**config.mk**
```make
export PLATFORM = sky130hd
export DESIGN_NAME = streaming_substring_finder
export DESIGN_NICKNAME = d
export VERILOG_FILES = /design/src/hdl/ssf_pkg.sv /design/src/hdl/ssf_pattern.sv /design/src/hdl/ssf_scan.sv /design/src/hdl/streaming_substring_finder.sv
export SDC_FILE = /design/constraint.sdc
export NUM_CORES = 1
export LEC_CHECK = 0
export BUFFER_PORTS_ARGS = -buffer_cell sky130_fd_sc_hd__buf_2
export CORE_MARGIN = 8
export CORE_UTILIZATION = 41
export CTS_BUF_LIST = sky130_fd_sc_hd__clkbuf_4 sky130_fd_sc_hd__clkbuf_8
export CTS_CLUSTER_DIAMETER = 150
export CTS_CLUSTER_SIZE = 40
export DETAILED_ROUTE_END_ITERATION = 10
export HOLD_SLACK_MARGIN = 0.05
export PLACE_DENSITY_LB_ADDON = 0.12
export SYNTH_ARGS = -nofsm -noshare
export SYNTH_HDL_FRONTEND = slang
export SYNTH_SLANG_ARGS = --single-unit
```
**constraint.sdc**
```tcl
create_clock -name clk -period 13.3 [get_ports clk]
set_clock_uncertainty 0.2 [all_clocks]
set_input_delay 3.325 -clock clk [delete_from_list [all_inputs] [get_ports clk]]
set_output_delay 3.325 -clock clk [all_outputs]
set_load 0.02 [all_outputs]
```
**src/hdl/ssf_pkg.sv**
```systemverilog
package ssf_pkg;

  localparam int BYTE_W     = 8;
  localparam int WINDOW_MAX = 16;
  localparam int SEL_W      = $clog2(WINDOW_MAX);
  localparam int LEN_W      = 5;
  localparam int IDX_W      = 16;
  localparam int CFG_W      = 64;
  localparam int CFG_IDX_W  = 2;

  localparam logic [IDX_W-1:0] IDX_MAX = '1;

  localparam logic [CFG_IDX_W-1:0] CFG_PATTERN_LOW    = 2'd0;
  localparam logic [CFG_IDX_W-1:0] CFG_PATTERN_HIGH   = 2'd1;
  localparam logic [CFG_IDX_W-1:0] CFG_PATTERN_LENGTH = 2'd2;

  // pattern as seen from the window: expected[k] is compared with the k-th newest byte
  typedef struct packed {
    logic [WINDOW_MAX-1:0][BYTE_W-1:0] expected;
    logic [WINDOW_MAX-1:0]             mask;
    logic [LEN_W-1:0]                  used_len;
  } pattern_t;

  typedef struct packed {
    logic             found;
    logic [IDX_W-1:0] match_start;
    logic             text_done;
    logic             overflow;
  } result_t;

endpackage

```
**src/hdl/ssf_pattern.sv**
```systemverilog
module ssf_pattern import ssf_pkg::*; #(
  parameter int PATTERN_MAX = 16
) (
  input  logic                 clk,
  input  logic                 rst,
  input  logic                 cfg_we,
  input  logic [CFG_IDX_W-1:0] cfg_index,
  input  logic [CFG_W-1:0]     cfg_data,
  output pattern_t             pat
);

  logic [CFG_W-1:0] pattern_low;
  logic [CFG_W-1:0] pattern_high;
  logic [LEN_W-1:0] pattern_length;

  always_ff @(posedge clk) begin
    if (rst) begin
      pattern_low    <= '0;
      pattern_high   <= '0;
      pattern_length <= '0;
    end else if (cfg_we) begin
      unique case (cfg_index)
        CFG_PATTERN_LOW:    pattern_low    <= cfg_data;
        CFG_PATTERN_HIGH:   pattern_high   <= cfg_data;
        CFG_PATTERN_LENGTH: pattern_length <= cfg_data[LEN_W-1:0];
        default: ;
      endcase
    end
  end

  logic [2*CFG_W-1:0]                pat_word;
  logic [WINDOW_MAX-1:0][BYTE_W-1:0] pat_bytes;
  logic [LEN_W-1:0]                  cap_len;
  logic [LEN_W-1:0]                  used;
  logic [LEN_W-1:0]                  ridx [WINDOW_MAX];

  assign pat_word = {pattern_high, pattern_low};

  always_comb begin
    for (int k = 0; k < WINDOW_MAX; k++) begin
      pat_bytes[k] = pat_word[BYTE_W*k +: BYTE_W];
    end
    cap_len = (pattern_length > LEN_W'(PATTERN_MAX)) ? LEN_W'(PATTERN_MAX) : pattern_length;
    // a zero byte ends the pattern early
    used = cap_len;
    for (int k = WINDOW_MAX - 1; k >= 0; k--) begin
      if ((LEN_W'(k) < cap_len) && (pat_bytes[k] == '0)) used = LEN_W'(k);
    end
    for (int k = 0; k < WINDOW_MAX; k++) begin
      ridx[k]         = used - LEN_W'(k) - LEN_W'(1);
      pat.mask[k]     = LEN_W'(k) < used;
      pat.expected[k] = pat_bytes[ridx[k][SEL_W-1:0]];
    end
    pat.used_len = used;
  end

endmodule

```
**src/hdl/ssf_scan.sv**
```systemverilog
module ssf_scan import ssf_pkg::*; #(
  parameter int PATTERN_MAX = 16
) (
  input  logic              clk,
  input  logic              rst,
  input  logic              advance,
  input  logic [BYTE_W-1:0] text_byte,
  input  pattern_t          pat,
  output result_t           result
);

  logic [PATTERN_MAX-1:0][BYTE_W-1:0] window;
  logic [IDX_W-1:0]                   text_index;
  logic                               match_latched;
  logic [IDX_W-1:0]                   first_match_index;
  logic                               index_saturated;

  logic [PATTERN_MAX-1:0][BYTE_W-1:0] window_next;
  logic [PATTERN_MAX-1:0][BYTE_W-1:0] win_shift;
  logic [IDX_W-1:0]                   text_index_next;
  logic                               match_latched_next;
  logic [IDX_W-1:0]                   first_match_index_next;
  logic                               index_saturated_next;
  result_t                            result_next;
  logic                               hit;
  logic [IDX_W-1:0]                   back;
  logic [IDX_W-1:0]                   start;

  always_comb begin
    win_shift[0] = text_byte;
    for (int i = 1; i < PATTERN_MAX; i++) begin
      win_shift[i] = window[i-1];
    end
    hit = 1'b1;
    for (int k = 0; k < PATTERN_MAX; k++) begin
      if (pat.mask[k] && (win_shift[k] != pat.expected[k])) hit = 1'b0;
    end
    back = IDX_W'(pat.used_len) - IDX_W'(1);
    if (pat.used_len == '0) begin
      start = text_index;
    end else if (text_index >= back) begin
      start = text_index - back;
    end else begin
      start = '0;
    end

    if (text_byte == '0) begin
      window_next            = '0;
      text_index_next        = '0;
      match_latched_next     = 1'b0;
      first_match_index_next = '0;
      index_saturated_next   = 1'b0;
      result_next.found       = match_latched;
      result_next.match_start = first_match_index;
      result_next.text_done   = 1'b1;
      result_next.overflow    = index_saturated;
    end else begin
      window_next            = win_shift;
      match_latched_next     = match_latched | hit;
      first_match_index_next = (!match_latched && hit) ? start : first_match_index;
      text_index_next        = (text_index == IDX_MAX) ? IDX_MAX : text_index + IDX_W'(1);
      index_saturated_next   = index_saturated | (text_index == IDX_MAX);
      result_next.found       = match_latched_next;
      result_next.match_start = first_match_index_next;
      result_next.text_done   = 1'b0;
      result_next.overflow    = index_saturated_next;
    end
  end

  always_ff @(posedge clk) begin
    if (rst) begin
      window            <= '0;
      text_index        <= '0;
      match_latched     <= 1'b0;
      first_match_index <= '0;
      index_saturated   <= 1'b0;
    end else if (advance) begin
      window            <= window_next;
      text_index        <= text_index_next;
      match_latched     <= match_latched_next;
      first_match_index <= first_match_index_next;
      index_saturated   <= index_saturated_next;
    end
  end

  always_ff @(posedge clk) begin
    if (advance) result <= result_next;
  end

`ifndef SYNTHESIS
  a_clear_on_end: assert property (@(posedge clk) disable iff (rst)
    (advance && text_byte == '0) |=>
      (text_index == '0 && !match_latched && !index_saturated && first_match_index == '0))
    else $error("text state not cleared after terminator");

  a_sat_index: assert property (@(posedge clk) disable iff (rst)
    index_saturated |-> text_index == IDX_MAX)
    else $error("overflow flag set with index below maximum");

  a_start_zero: assert property (@(posedge clk) disable iff (rst)
    !match_latched |-> first_match_index == '0)
    else $error("match start set without a match");

  a_latch_holds: assert property (@(posedge clk) disable iff (rst)
    (advance && match_latched && text_byte != '0) |=>
      (match_latched && $stable(first_match_index)))
    else $error("first match changed inside a text");
`endif

endmodule

```
**src/hdl/streaming_substring_finder.sv**
```systemverilog
// Substring finder over a byte stream. Each accepted text byte produces
// exactly one result transfer; a zero byte ends the text, its result
// carries tlast and the outcome of that text, and the scan restarts.
// The pattern (up to PATTERN_MAX nonzero bytes, ending early at its first
// zero byte) is compared in parallel against a window of the newest bytes.
// Throughput is one byte per cycle unless m_tready stalls the output. Bytes
// pass the input register, then window shift and compare feed the result
// register combinationally. The user must write pattern registers through
// the cfg port only while no text byte is in flight; nothing enforces it.
module streaming_substring_finder import ssf_pkg::*; #(
  parameter int PATTERN_MAX = 16
) (
  input  logic                 clk,
  input  logic                 rst,
  input  logic                 cfg_we,
  input  logic [CFG_IDX_W-1:0] cfg_index,
  input  logic [CFG_W-1:0]     cfg_data,
  input  logic                 s_tvalid,
  output logic                 s_tready,
  input  logic [7:0]           s_tdata,   // [7:0] text_byte
  output logic                 m_tvalid,
  input  logic                 m_tready,
  output logic [15:0]          m_tdata,   // [15:0] match_start
  output logic [1:0]           m_tuser,   // [0] found, [1] position_overflow
  output logic                 m_tlast    // text_done
);

  logic              in_valid;
  logic [BYTE_W-1:0] in_byte;
  logic              advance;
  pattern_t          pat;
  result_t           result;

  assign advance  = in_valid && (!m_tvalid || m_tready);
  assign s_tready = !in_valid || advance;

  always_ff @(posedge clk) begin
    if (rst) begin
      in_valid <= 1'b0;
      m_tvalid <= 1'b0;
    end else begin
      if (s_tready) in_valid <= s_tvalid;
      if (advance) begin
        m_tvalid <= 1'b1;
      end else if (m_tready) begin
        m_tvalid <= 1'b0;
      end
    end
  end

  always_ff @(posedge clk) begin
    if (s_tready && s_tvalid) in_byte <= s_tdata;
  end

  ssf_pattern #(.PATTERN_MAX(PATTERN_MAX)) u_pattern (
    .clk       (clk),
    .rst       (rst),
    .cfg_we    (cfg_we),
    .cfg_index (cfg_index),
    .cfg_data  (cfg_data),
    .pat       (pat)
  );

  ssf_scan #(.PATTERN_MAX(PATTERN_MAX)) u_scan (
    .clk       (clk),
    .rst       (rst),
    .advance   (advance),
    .text_byte (in_byte),
    .pat       (pat),
    .result    (result)
  );

  assign m_tdata = result.match_start;
  assign m_tuser = {result.overflow, result.found};
  assign m_tlast = result.text_done;

endmodule
```
==> results of run 1 <==
==> worst min path at each step <==
stage          cells past startpoint                          from                            to  slack [ns]
3_5_place_dp                       1  u_scan.first_match_index[14]  u_scan.first_match_index[14]        0.25
2_1_floorplan                      1   u_scan.first_match_index[0]   u_scan.first_match_index[0]        0.23
5_1_grt                            1  u_scan.first_match_index[14]  u_scan.first_match_index[14]        0.30
3_3_place_gp                       1   u_scan.first_match_index[7]   u_scan.first_match_index[7]        0.24
4_1_cts                            1  u_scan.first_match_index[14]  u_scan.first_match_index[14]        0.29
6_report                           1   u_scan.first_match_index[3]   u_scan.first_match_index[3]        0.29
==> cell families (layout without fill, tap and decap cells) <==
group / Yosys count / in the layout / share of synthesized area
AOI/OAI and AO/OA: 844 / 844 / 0.2123
xor gates and xnor gates: 195 / 195 / 0.07177
adders and majority gates: 32 / 32 / 0.01653
buffers and inverters: 304 / 210 / 0.05275
DFF: 316 / 316 / 0.2724
muxes: 263 / 263 / 0.1493
other: 0 / 4 / 0
and+or+nand+nor: 1203 / 1203 / 0.2250
==> layout make-up <==
| cell class | instances | area [um^2] |
|---|---|---|
| diodes | 4 | 10.01 |
| clock buffers | 16 | 201.4 |
| clock inverters | 3 | 52.55 |
| fillers | 6072 | 33380 |
| inverters | 42 | 167.7 |
| multi-input cells | 2537 | 16410 |
| flip-flops and latches | 316 | 6596 |
| well taps | 773 | 967.2 |
| repair buffers | 149 | 904.6 |
==> power breakdown <==
group	total (mW)	switching, mW	internal [mW]	leakage [nW]
Sequential	1.03	0.0482	0.983	2.60
Clock	0.437	0.328	0.109	0.131
Combinational	2.30	1.56	0.744	5.92
Total	3.77	1.93	1.84	8.64
==> state kept, by name, indices dropped and copies added, names as in the netlist <==
name                      flops
u_scan.first_match_index     16
m_tvalid                      1
u_scan.win_shift            120
u_pattern.pattern_high       64
u_scan.result                19
u_scan.match_latched          1
u_scan.text_index            16
u_scan.index_saturated        1
in_byte                       8
in_valid                      1
u_pattern.pattern_low        64
u_pattern.pattern_length      5
==> cells in the mapped netlist, types with 6 or more instances <==
| cell | instances | share of area |
|---|---|---|
| sky130_fd_sc_hd__edfxtp_1 | 27 | 0.033 |
| sky130_fd_sc_hd__and3_1 | 12 | 0.0031 |
| sky130_fd_sc_hd__a32oi_1 | 8 | 0.0029 |
| sky130_fd_sc_hd__buf_6 | 8 | 0.0037 |
| sky130_fd_sc_hd__mux4_2 | 78 | 0.073 |
| sky130_fd_sc_hd__mux2i_1 | 180 | 0.074 |
| sky130_fd_sc_hd__nand3_1 | 154 | 0.032 |
| sky130_fd_sc_hd__xor2_1 | 105 | 0.038 |
| sky130_fd_sc_hd__ha_1 | 28 | 0.014 |
| sky130_fd_sc_hd__nor4_1 | 56 | 0.014 |
| sky130_fd_sc_hd__a31oi_1 | 17 | 0.0044 |
| sky130_fd_sc_hd__o32ai_1 | 8 | 0.0029 |
| sky130_fd_sc_hd__nand4_1 | 40 | 0.010 |
| sky130_fd_sc_hd__o21ai_0 | 57 | 0.012 |
| sky130_fd_sc_hd__inv_1 | 37 | 0.0057 |
| sky130_fd_sc_hd__a211oi_1 | 26 | 0.0081 |
| sky130_fd_sc_hd__a21o_1 | 16 | 0.0050 |
| sky130_fd_sc_hd__a21oi_1 | 503 | 0.10 |
| sky130_fd_sc_hd__o211a_1 | 7 | 0.0029 |
| sky130_fd_sc_hd__clkbuf_1 | 183 | 0.028 |
| sky130_fd_sc_hd__or4_1 | 27 | 0.0084 |
| sky130_fd_sc_hd__dfxtp_1 | 289 | 0.24 |
| sky130_fd_sc_hd__o211ai_1 | 31 | 0.0096 |
| sky130_fd_sc_hd__or3_1 | 28 | 0.0072 |
| sky130_fd_sc_hd__nor3_1 | 75 | 0.016 |
| sky130_fd_sc_hd__o22a_1 | 6 | 0.0022 |
| sky130_fd_sc_hd__nand2_1 | 586 | 0.091 |
| sky130_fd_sc_hd__xnor2_1 | 86 | 0.031 |
| sky130_fd_sc_hd__o31ai_1 | 13 | 0.0040 |
| sky130_fd_sc_hd__buf_2 | 35 | 0.0072 |
| sky130_fd_sc_hd__o32a_1 | 12 | 0.0050 |
| sky130_fd_sc_hd__nand2b_1 | 7 | 0.0018 |
| sky130_fd_sc_hd__o311ai_0 | 9 | 0.0033 |
| sky130_fd_sc_hd__o22ai_1 | 25 | 0.0065 |
| sky130_fd_sc_hd__buf_1 | 30 | 0.0047 |
| sky130_fd_sc_hd__o2bb2ai_1 | 21 | 0.0076 |
| sky130_fd_sc_hd__o21a_1 | 10 | 0.0031 |
| sky130_fd_sc_hd__nor2_1 | 180 | 0.028 |
==> per-layer routing <==
metal	routed length [um]	track usage
met1	50260	0.4683
met2	52080	0.5169
met3	10690	0.05792
met5	13	0
met4	7316	0.1770
==> critical path, cell delays in order, from the launching register on <==
cell                        delay (ns)
sky130_fd_sc_hd__dfxtp_1          0.44
sky130_fd_sc_hd__nor4_1           1.07
sky130_fd_sc_hd__nand2_1          0.19
sky130_fd_sc_hd__nand4_1          0.40
sky130_fd_sc_hd__nand2_4          0.39
sky130_fd_sc_hd__o21ai_4          0.72
sky130_fd_sc_hd__buf_4            0.60
sky130_fd_sc_hd__inv_6            0.34
sky130_fd_sc_hd__ha_1             0.35
sky130_fd_sc_hd__inv_1            0.08
sky130_fd_sc_hd__nor3_1           0.06
sky130_fd_sc_hd__mux2_2           0.36
sky130_fd_sc_hd__nor2_4           0.11
sky130_fd_sc_hd__buf_4            0.57
sky130_fd_sc_hd__mux2_2           0.41
sky130_fd_sc_hd__a211oi_1         0.47
sky130_fd_sc_hd__a211oi_1         0.23
sky130_fd_sc_hd__xnor2_1          0.17
sky130_fd_sc_hd__nand4_1          0.16
sky130_fd_sc_hd__nor4_1           0.60
sky130_fd_sc_hd__o2111ai_1        0.28
sky130_fd_sc_hd__nor3_1           0.45
sky130_fd_sc_hd__and3_4           0.34
sky130_fd_sc_hd__nand3_4          0.27
sky130_fd_sc_hd__mux2i_1          0.21
==> flow_summary.rst, run 1 <==
.. list-table::
   :header-rows: 1

   * - Metric
     - Value
   * - Status
     - completed
   * - Warning count from the yosys run
     - 0
   * - Port Buffer Count
     - 99
   * - Number of iterations in the first detailed-routing pass
     - 6
   * - Core Rows
     - 89
   * - Ports placed on the boundary
     - 100
   * - Synthesized Nets
     - 3265
   * - Total GRT Usage
     - 0.3432
   * - Weighted congestion at the end of routability-driven global placement
     - about 1
   * - Number of buffers created by CTS
     - 12
   * - Clock transition at the registers of the reported paths
     - 0.25 ns
   * - Number of antenna violations at the first check in global routing
     - 2
   * - Cell Count, Final, Fillers Out
     - 3840
   * - Path depth of the worst reg2reg path
     - 24
   * - Area after detailed placement
     - 25050 um^2
   * - Post-detailed-routing wire length
     - 120.4 mm
   * - Sink count of the clock tree
     - 316
   * - Worst Setup Slack, final
     - 3.439 ns
   * - Portion of the clock cycle consumed by the worst path in the final layout
     - 0.7415
   * - Hold-fix buffers, CTS
     - 0
   * - Antenna violation net count after detailed routing
     - 0
   * - Power density relative to cell area
     - 148.9 nW/um^2
   * - CTS tree
     - built
   * - Netlist area before placement
     - 24220 um^2
   * - Max-slew violations
     - 0
   * - Starting Density
     - 0.4126
   * - Post-synth ARST share
     - 0
   * - Vertical die dimension
     - approximately 260 um
   * - Fin util
     - 0.4313
   * - Static leakage
     - 8.643 nW
   * - Remaining Overflow, GRT
     - 0
   * - Placed cell count
     - 3817
   * - Arr. time, crit path
     - 10.07 ns
   * - Power consumption
     - 3.769 mW
   * - Synth Register Bits
     - 316
   * - Endpoint of the most critical register-to-register path
     - u_scan.result[7]
   * - Longest Clk Path Bufs
     - 3
   * - Most common cell after layout, fill and taps aside
     - sky130_fd_sc_hd__nand2_1
   * - Number of failing setup endpoints in the final timing report
     - 0
   * - Final Cell Area
     - 25310 um^2
   * - Post-route minimum period
     - ~9.9 ns
   * - Critical Path End Type
     - flip-flop
   * - Setup crit start
     - u_pattern.pattern_low[52]
   * - Worst min path class
     - reg2reg
   * - Vias in the first global route
     - 23204
   * - Flip-flop cell with the highest count after synthesis
     - sky130_fd_sc_hd__dfxtp_1
   * - Library cell used as clock root buffer
     - sky130_fd_sc_hd__clkbuf_8
   * - Final Net Count
     - 3166
   * - Share of synthesized area occupied by flip-flops and latches
     - 0.2724
   * - CP Class
     - reg2reg
   * - Maximum number of pins on one net before global-route repair
     - approximately 120
   * - Number of design-rule violations left by the first detailed-router iteration
     - 3431
   * - Largest fanout on the critical path
     - between 50 and 60
   * - Post-DR wirelength/cell
     - 31.34 um
   * - Cells resized by post-CTS repair
     - 0
   * - Max frequency
     - 101.4 MHz
   * - Drt via density
     - 6.597
   * - Worst max-slew margin expressed relative to the limit
     - 0.1350
   * - Post-detail-place hpwl
     - 91.29 mm
   * - Number of remaining DRC errors
     - 0
   * - Detailed-route via count
     - about 25000
   * - Syn Inst Count
     - 3157
   * - Count of max-cap constraint violations
     - 0
   * - Area enclosed by the die boundary
     - 67100 um^2
   * - Maximum ir drop on the vdd rail
     - 0.1052 mV
   * - Post-CTS Setup Inserts
     - 0
   * - Count of H-tree levels built during CTS
     - 1
   * - Synthesized area per cell
     - ~7.7 um^2
   * - Die width
     - 259.0 um
   * - R2r setup slk
     - 3.44 ns
   * - Crit path required time
     - 13.51 ns
   * - Number of enable-type register cells in the synthesized netlist
     - 27
   * - Most used cells in the layout excluding fill and tap cells
     - sky130_fd_sc_hd__nand2_1, sky130_fd_sc_hd__a21oi_1, sky130_fd_sc_hd__dfxtp_1, sky130_fd_sc_hd__mux2i_1, sky130_fd_sc_hd__nor2_1
   * - Synth cell types
     - slightly above 100
   * - Critical R2R Launch
     - u_pattern.pattern_low[52]
   * - Core ar.
     - approximately 59000 um^2
   * - Fin Hold WS
     - between 0.2 and 0.3 ns
   * - Worst setup slack after placement
     - between 3 and 4 ns
   * - Critical Path Start Type
     - flip-flop
   * - Layout-stage area growth over the synthesis result
     - 4.516%
   * - Number of endpoints with negative hold slack in the final report
     - 0
   * - First-pass GRT wire length
     - about 170 mm
   * - Total negative setup slack
     - 0 ns
   * - Slew @ Worst Pin
     - 1.297 ns
   * - RSZ-0062 raised after global routing
     - false
   * - Skew-Pair Late Insertion Delay
     - about 0.67 ns
   * - Capturing instance or port of the critical path
     - u_scan.result[7]
   * - Layout cells sized above 1
     - 0.09958
Note: power is estimated with default switching activity, not from simulation.
==> inputs of run 2 (changes only) <==
- clock period: 13.3 -> 8.7 ns (I/O delays scaled with it)
==> run 2 against run 1 <==
  * Clock-buffer cell count is 1 lower
  * Clock power is 48% higher
  * Sequential cell count stayed put
  * Routed wire length is 2.1% higher
  * Sequential power is 53% higher
  * Worst setup slack worse by 2.6 ns
  * First-iteration DRC count is 0.47% higher
  * Global-route usage is 0.85 points higher
  * Worst hold slack worse by 0.0027 ns
  * Non-clock buffer count is 40 higher
  * Die area stayed put
==> flow_summary.rst, run 2 (synthesis results as in run 1) <==
.. list-table::
   :header-rows: 1

   * - Metric
     - Value
   * - Max-slew violations
     - 0
   * - Max frequency
     - roughly 130 MHz
   * - CTS tree
     - built
   * - Arr. time, crit path
     - 8.24 ns
   * - First-pass GRT wire length
     - 174.0 mm
   * - Layout-stage area growth over the synthesis result
     - 5.844%
   * - Longest Clk Path Bufs
     - 3
   * - Area enclosed by the die boundary
     - 67100 um^2
   * - Post-CTS Setup Inserts
     - 0
   * - Number of buffers created by CTS
     - 12
   * - Footprint of the multi-input gates
     - 16410 um^2
   * - Library cell used as clock root buffer
     - sky130_fd_sc_hd__clkbuf_8
   * - Core Rows
     - 89
   * - Vertical die dimension
     - between 200 and 300 um
   * - Largest fanout on the critical path
     - 16
   * - Status
     - completed
   * - Most used cells in the layout excluding fill and tap cells
     - sky130_fd_sc_hd__nand2_1, sky130_fd_sc_hd__a21oi_1, sky130_fd_sc_hd__dfxtp_1, sky130_fd_sc_hd__mux2i_1, sky130_fd_sc_hd__nor2_1
   * - Total negative setup slack
     - 0 ns
   * - Skew-Pair Late Insertion Delay
     - 0.68 ns
   * - Area after detailed placement
     - 25390 um^2
   * - Fin util
     - 0.4368
   * - Number of design-rule violations left by the first detailed-router iteration
     - 3447
   * - Most common cell after layout, fill and taps aside
     - sky130_fd_sc_hd__nand2_1
   * - Static leakage
     - 8.849 nW
   * - RSZ-0062 raised after global routing
     - false
   * - Post-detail-place hpwl
     - 93.32 mm
   * - CP Class
     - reg2reg
   * - Number of iterations in the first detailed-routing pass
     - 6
   * - Post-detailed-routing wire length
     - 122.9 mm
   * - Remaining Overflow, GRT
     - 0
   * - Portion of the clock cycle consumed by the worst path in the final layout
     - 0.9063
   * - Die width
     - 259.0 um
   * - Hold-fix buffers, CTS
     - 0
   * - Crit path required time
     - 9.06 ns
   * - Count of H-tree levels built during CTS
     - 1
   * - Port Buffer Count
     - 99
   * - Number of failing setup endpoints in the final timing report
     - 0
   * - Starting Density
     - 0.4126
   * - Total GRT Usage
     - 0.3517
   * - Number of flip-flops under the largest register name
     - 120
   * - Cell Count, Final, Fillers Out
     - 3878
   * - Number of antenna violations at the first check in global routing
     - 2
   * - Count of max-cap constraint violations
     - 0
   * - Number of endpoints with negative hold slack in the final report
     - 0
   * - Number of remaining DRC errors
     - 0
   * - Layout cells sized above 1
     - 0.1112
   * - Post-route minimum period
     - between 7 and 8 ns
   * - Clock transition at the registers of the reported paths
     - 0.24 ns
   * - Drt via density
     - 6.599
   * - Final Net Count
     - 3206
   * - Weighted congestion at the end of routability-driven global placement
     - 1.018
   * - Worst Setup Slack, final
     - 0.8152 ns
   * - Power density relative to cell area
     - 223.7 nW/um^2
   * - Antenna violation net count after detailed routing
     - 0
   * - Critical Path End Type
     - flip-flop
   * - Final Cell Area
     - 25630 um^2
   * - Critical Path Start Type
     - flip-flop
   * - Worst max-slew margin expressed relative to the limit
     - 0.1505
   * - Detailed-route via count
     - about 26000
   * - Sink count of the clock tree
     - 316
   * - Worst min path class
     - reg2reg
   * - Core ar.
     - 58690 um^2
   * - Post-DR wirelength/cell
     - ~32 um
   * - Flip-flop and latch area
     - 6596 um^2
   * - Worst setup slack after placement
     - 1.041 ns
   * - Placed cell count
     - 3857
   * - Ports placed on the boundary
     - 100
   * - Vias in the first global route
     - 23615
   * - Count of filler cells inserted in the layout
     - 6038
   * - Maximum number of pins on one net before global-route repair
     - 149
   * - Cells resized by post-CTS repair
     - 0
   * - Maximum ir drop on the vdd rail
     - 0.1730 mV
   * - Slew @ Worst Pin
     - roughly 1.3 ns
==> run 2: stage by stage <==
step / total power [mW] / hold WS, ns
final: 5.732 / 0.2855
after global routing: 5.952 / 0.2998
after CTS: 5.668 / 0.2881
after detailed placement: 5.014 / 0.2474
after global placement: 4.999 / 0.2432
after floorplan: 3.834 / 0.2323
==> run 2: layer usage <==
layer  vias to the layer above  wire length [um]  share of wire  track usage
li1                      11324                 -              -            -
met1                     12550             51900           0.42       0.4823
met2                      1418             52860           0.43       0.5317
met3                       297              9973          0.081      0.05044
met4                         0              8183          0.067       0.1848
met5                         -                 0              0            0
==> run 2: final timing paths <==
path	to	from	slack, ns	cells past startpoint
min	u_scan.first_match_index[0]	u_scan.first_match_index[0]	0.29	1
max	u_scan.first_match_index[8]	u_pattern.pattern_high[3]	0.82	21
min reg2reg	u_scan.first_match_index[0]	u_scan.first_match_index[0]	0.29	1
max reg2reg	u_scan.first_match_index[8]	u_pattern.pattern_high[3]	0.82	21
==> run 2: layout make-up <==
type,count,share of cell area
Multi-Input combinational cell,2537,0.6403
Sequential cell,316,0.2574
Timing Repair Buffer,189,0.04847
Tap cell,773,0.03773
Clock buffer,15,0.007567
Inverter,42,0.006541
Clock inverter,4,0.001806
Antenna cell,2,0.0001953
==> run 2: power by group <==
group / leakage, nW / total (mW) / switching [mW] / internal, mW
Clock: 0.125 / 0.648 / 0.489 / 0.159
Combinational: 6.13 / 3.51 / 2.29 / 1.22
Sequential: 2.60 / 1.58 / 0.0747 / 1.50
==> run 2: critical path, stage by stage (launching register included) <==
cell                        delay [ns]
sky130_fd_sc_hd__dfxtp_1          0.49
sky130_fd_sc_hd__or4_1            0.69
sky130_fd_sc_hd__a2111oi_0        0.61
sky130_fd_sc_hd__nor3_1           0.13
sky130_fd_sc_hd__a31oi_1          0.27
sky130_fd_sc_hd__a21o_2           0.25
sky130_fd_sc_hd__ha_4             0.22
sky130_fd_sc_hd__inv_1            0.33
sky130_fd_sc_hd__nand2_1          0.51
sky130_fd_sc_hd__buf_4            0.39
sky130_fd_sc_hd__o311ai_0         0.52
sky130_fd_sc_hd__nor3_1           0.15
sky130_fd_sc_hd__or4_1            0.52
sky130_fd_sc_hd__nand4_1          0.13
sky130_fd_sc_hd__o21ai_1          0.11
sky130_fd_sc_hd__nor4_1           0.59
sky130_fd_sc_hd__o21ai_1          0.23
sky130_fd_sc_hd__or4_4            0.59
sky130_fd_sc_hd__o21ai_4          0.13
sky130_fd_sc_hd__nand4_1          0.18
sky130_fd_sc_hd__o2bb2ai_2        0.31
sky130_fd_sc_hd__o2bb2ai_1        0.22
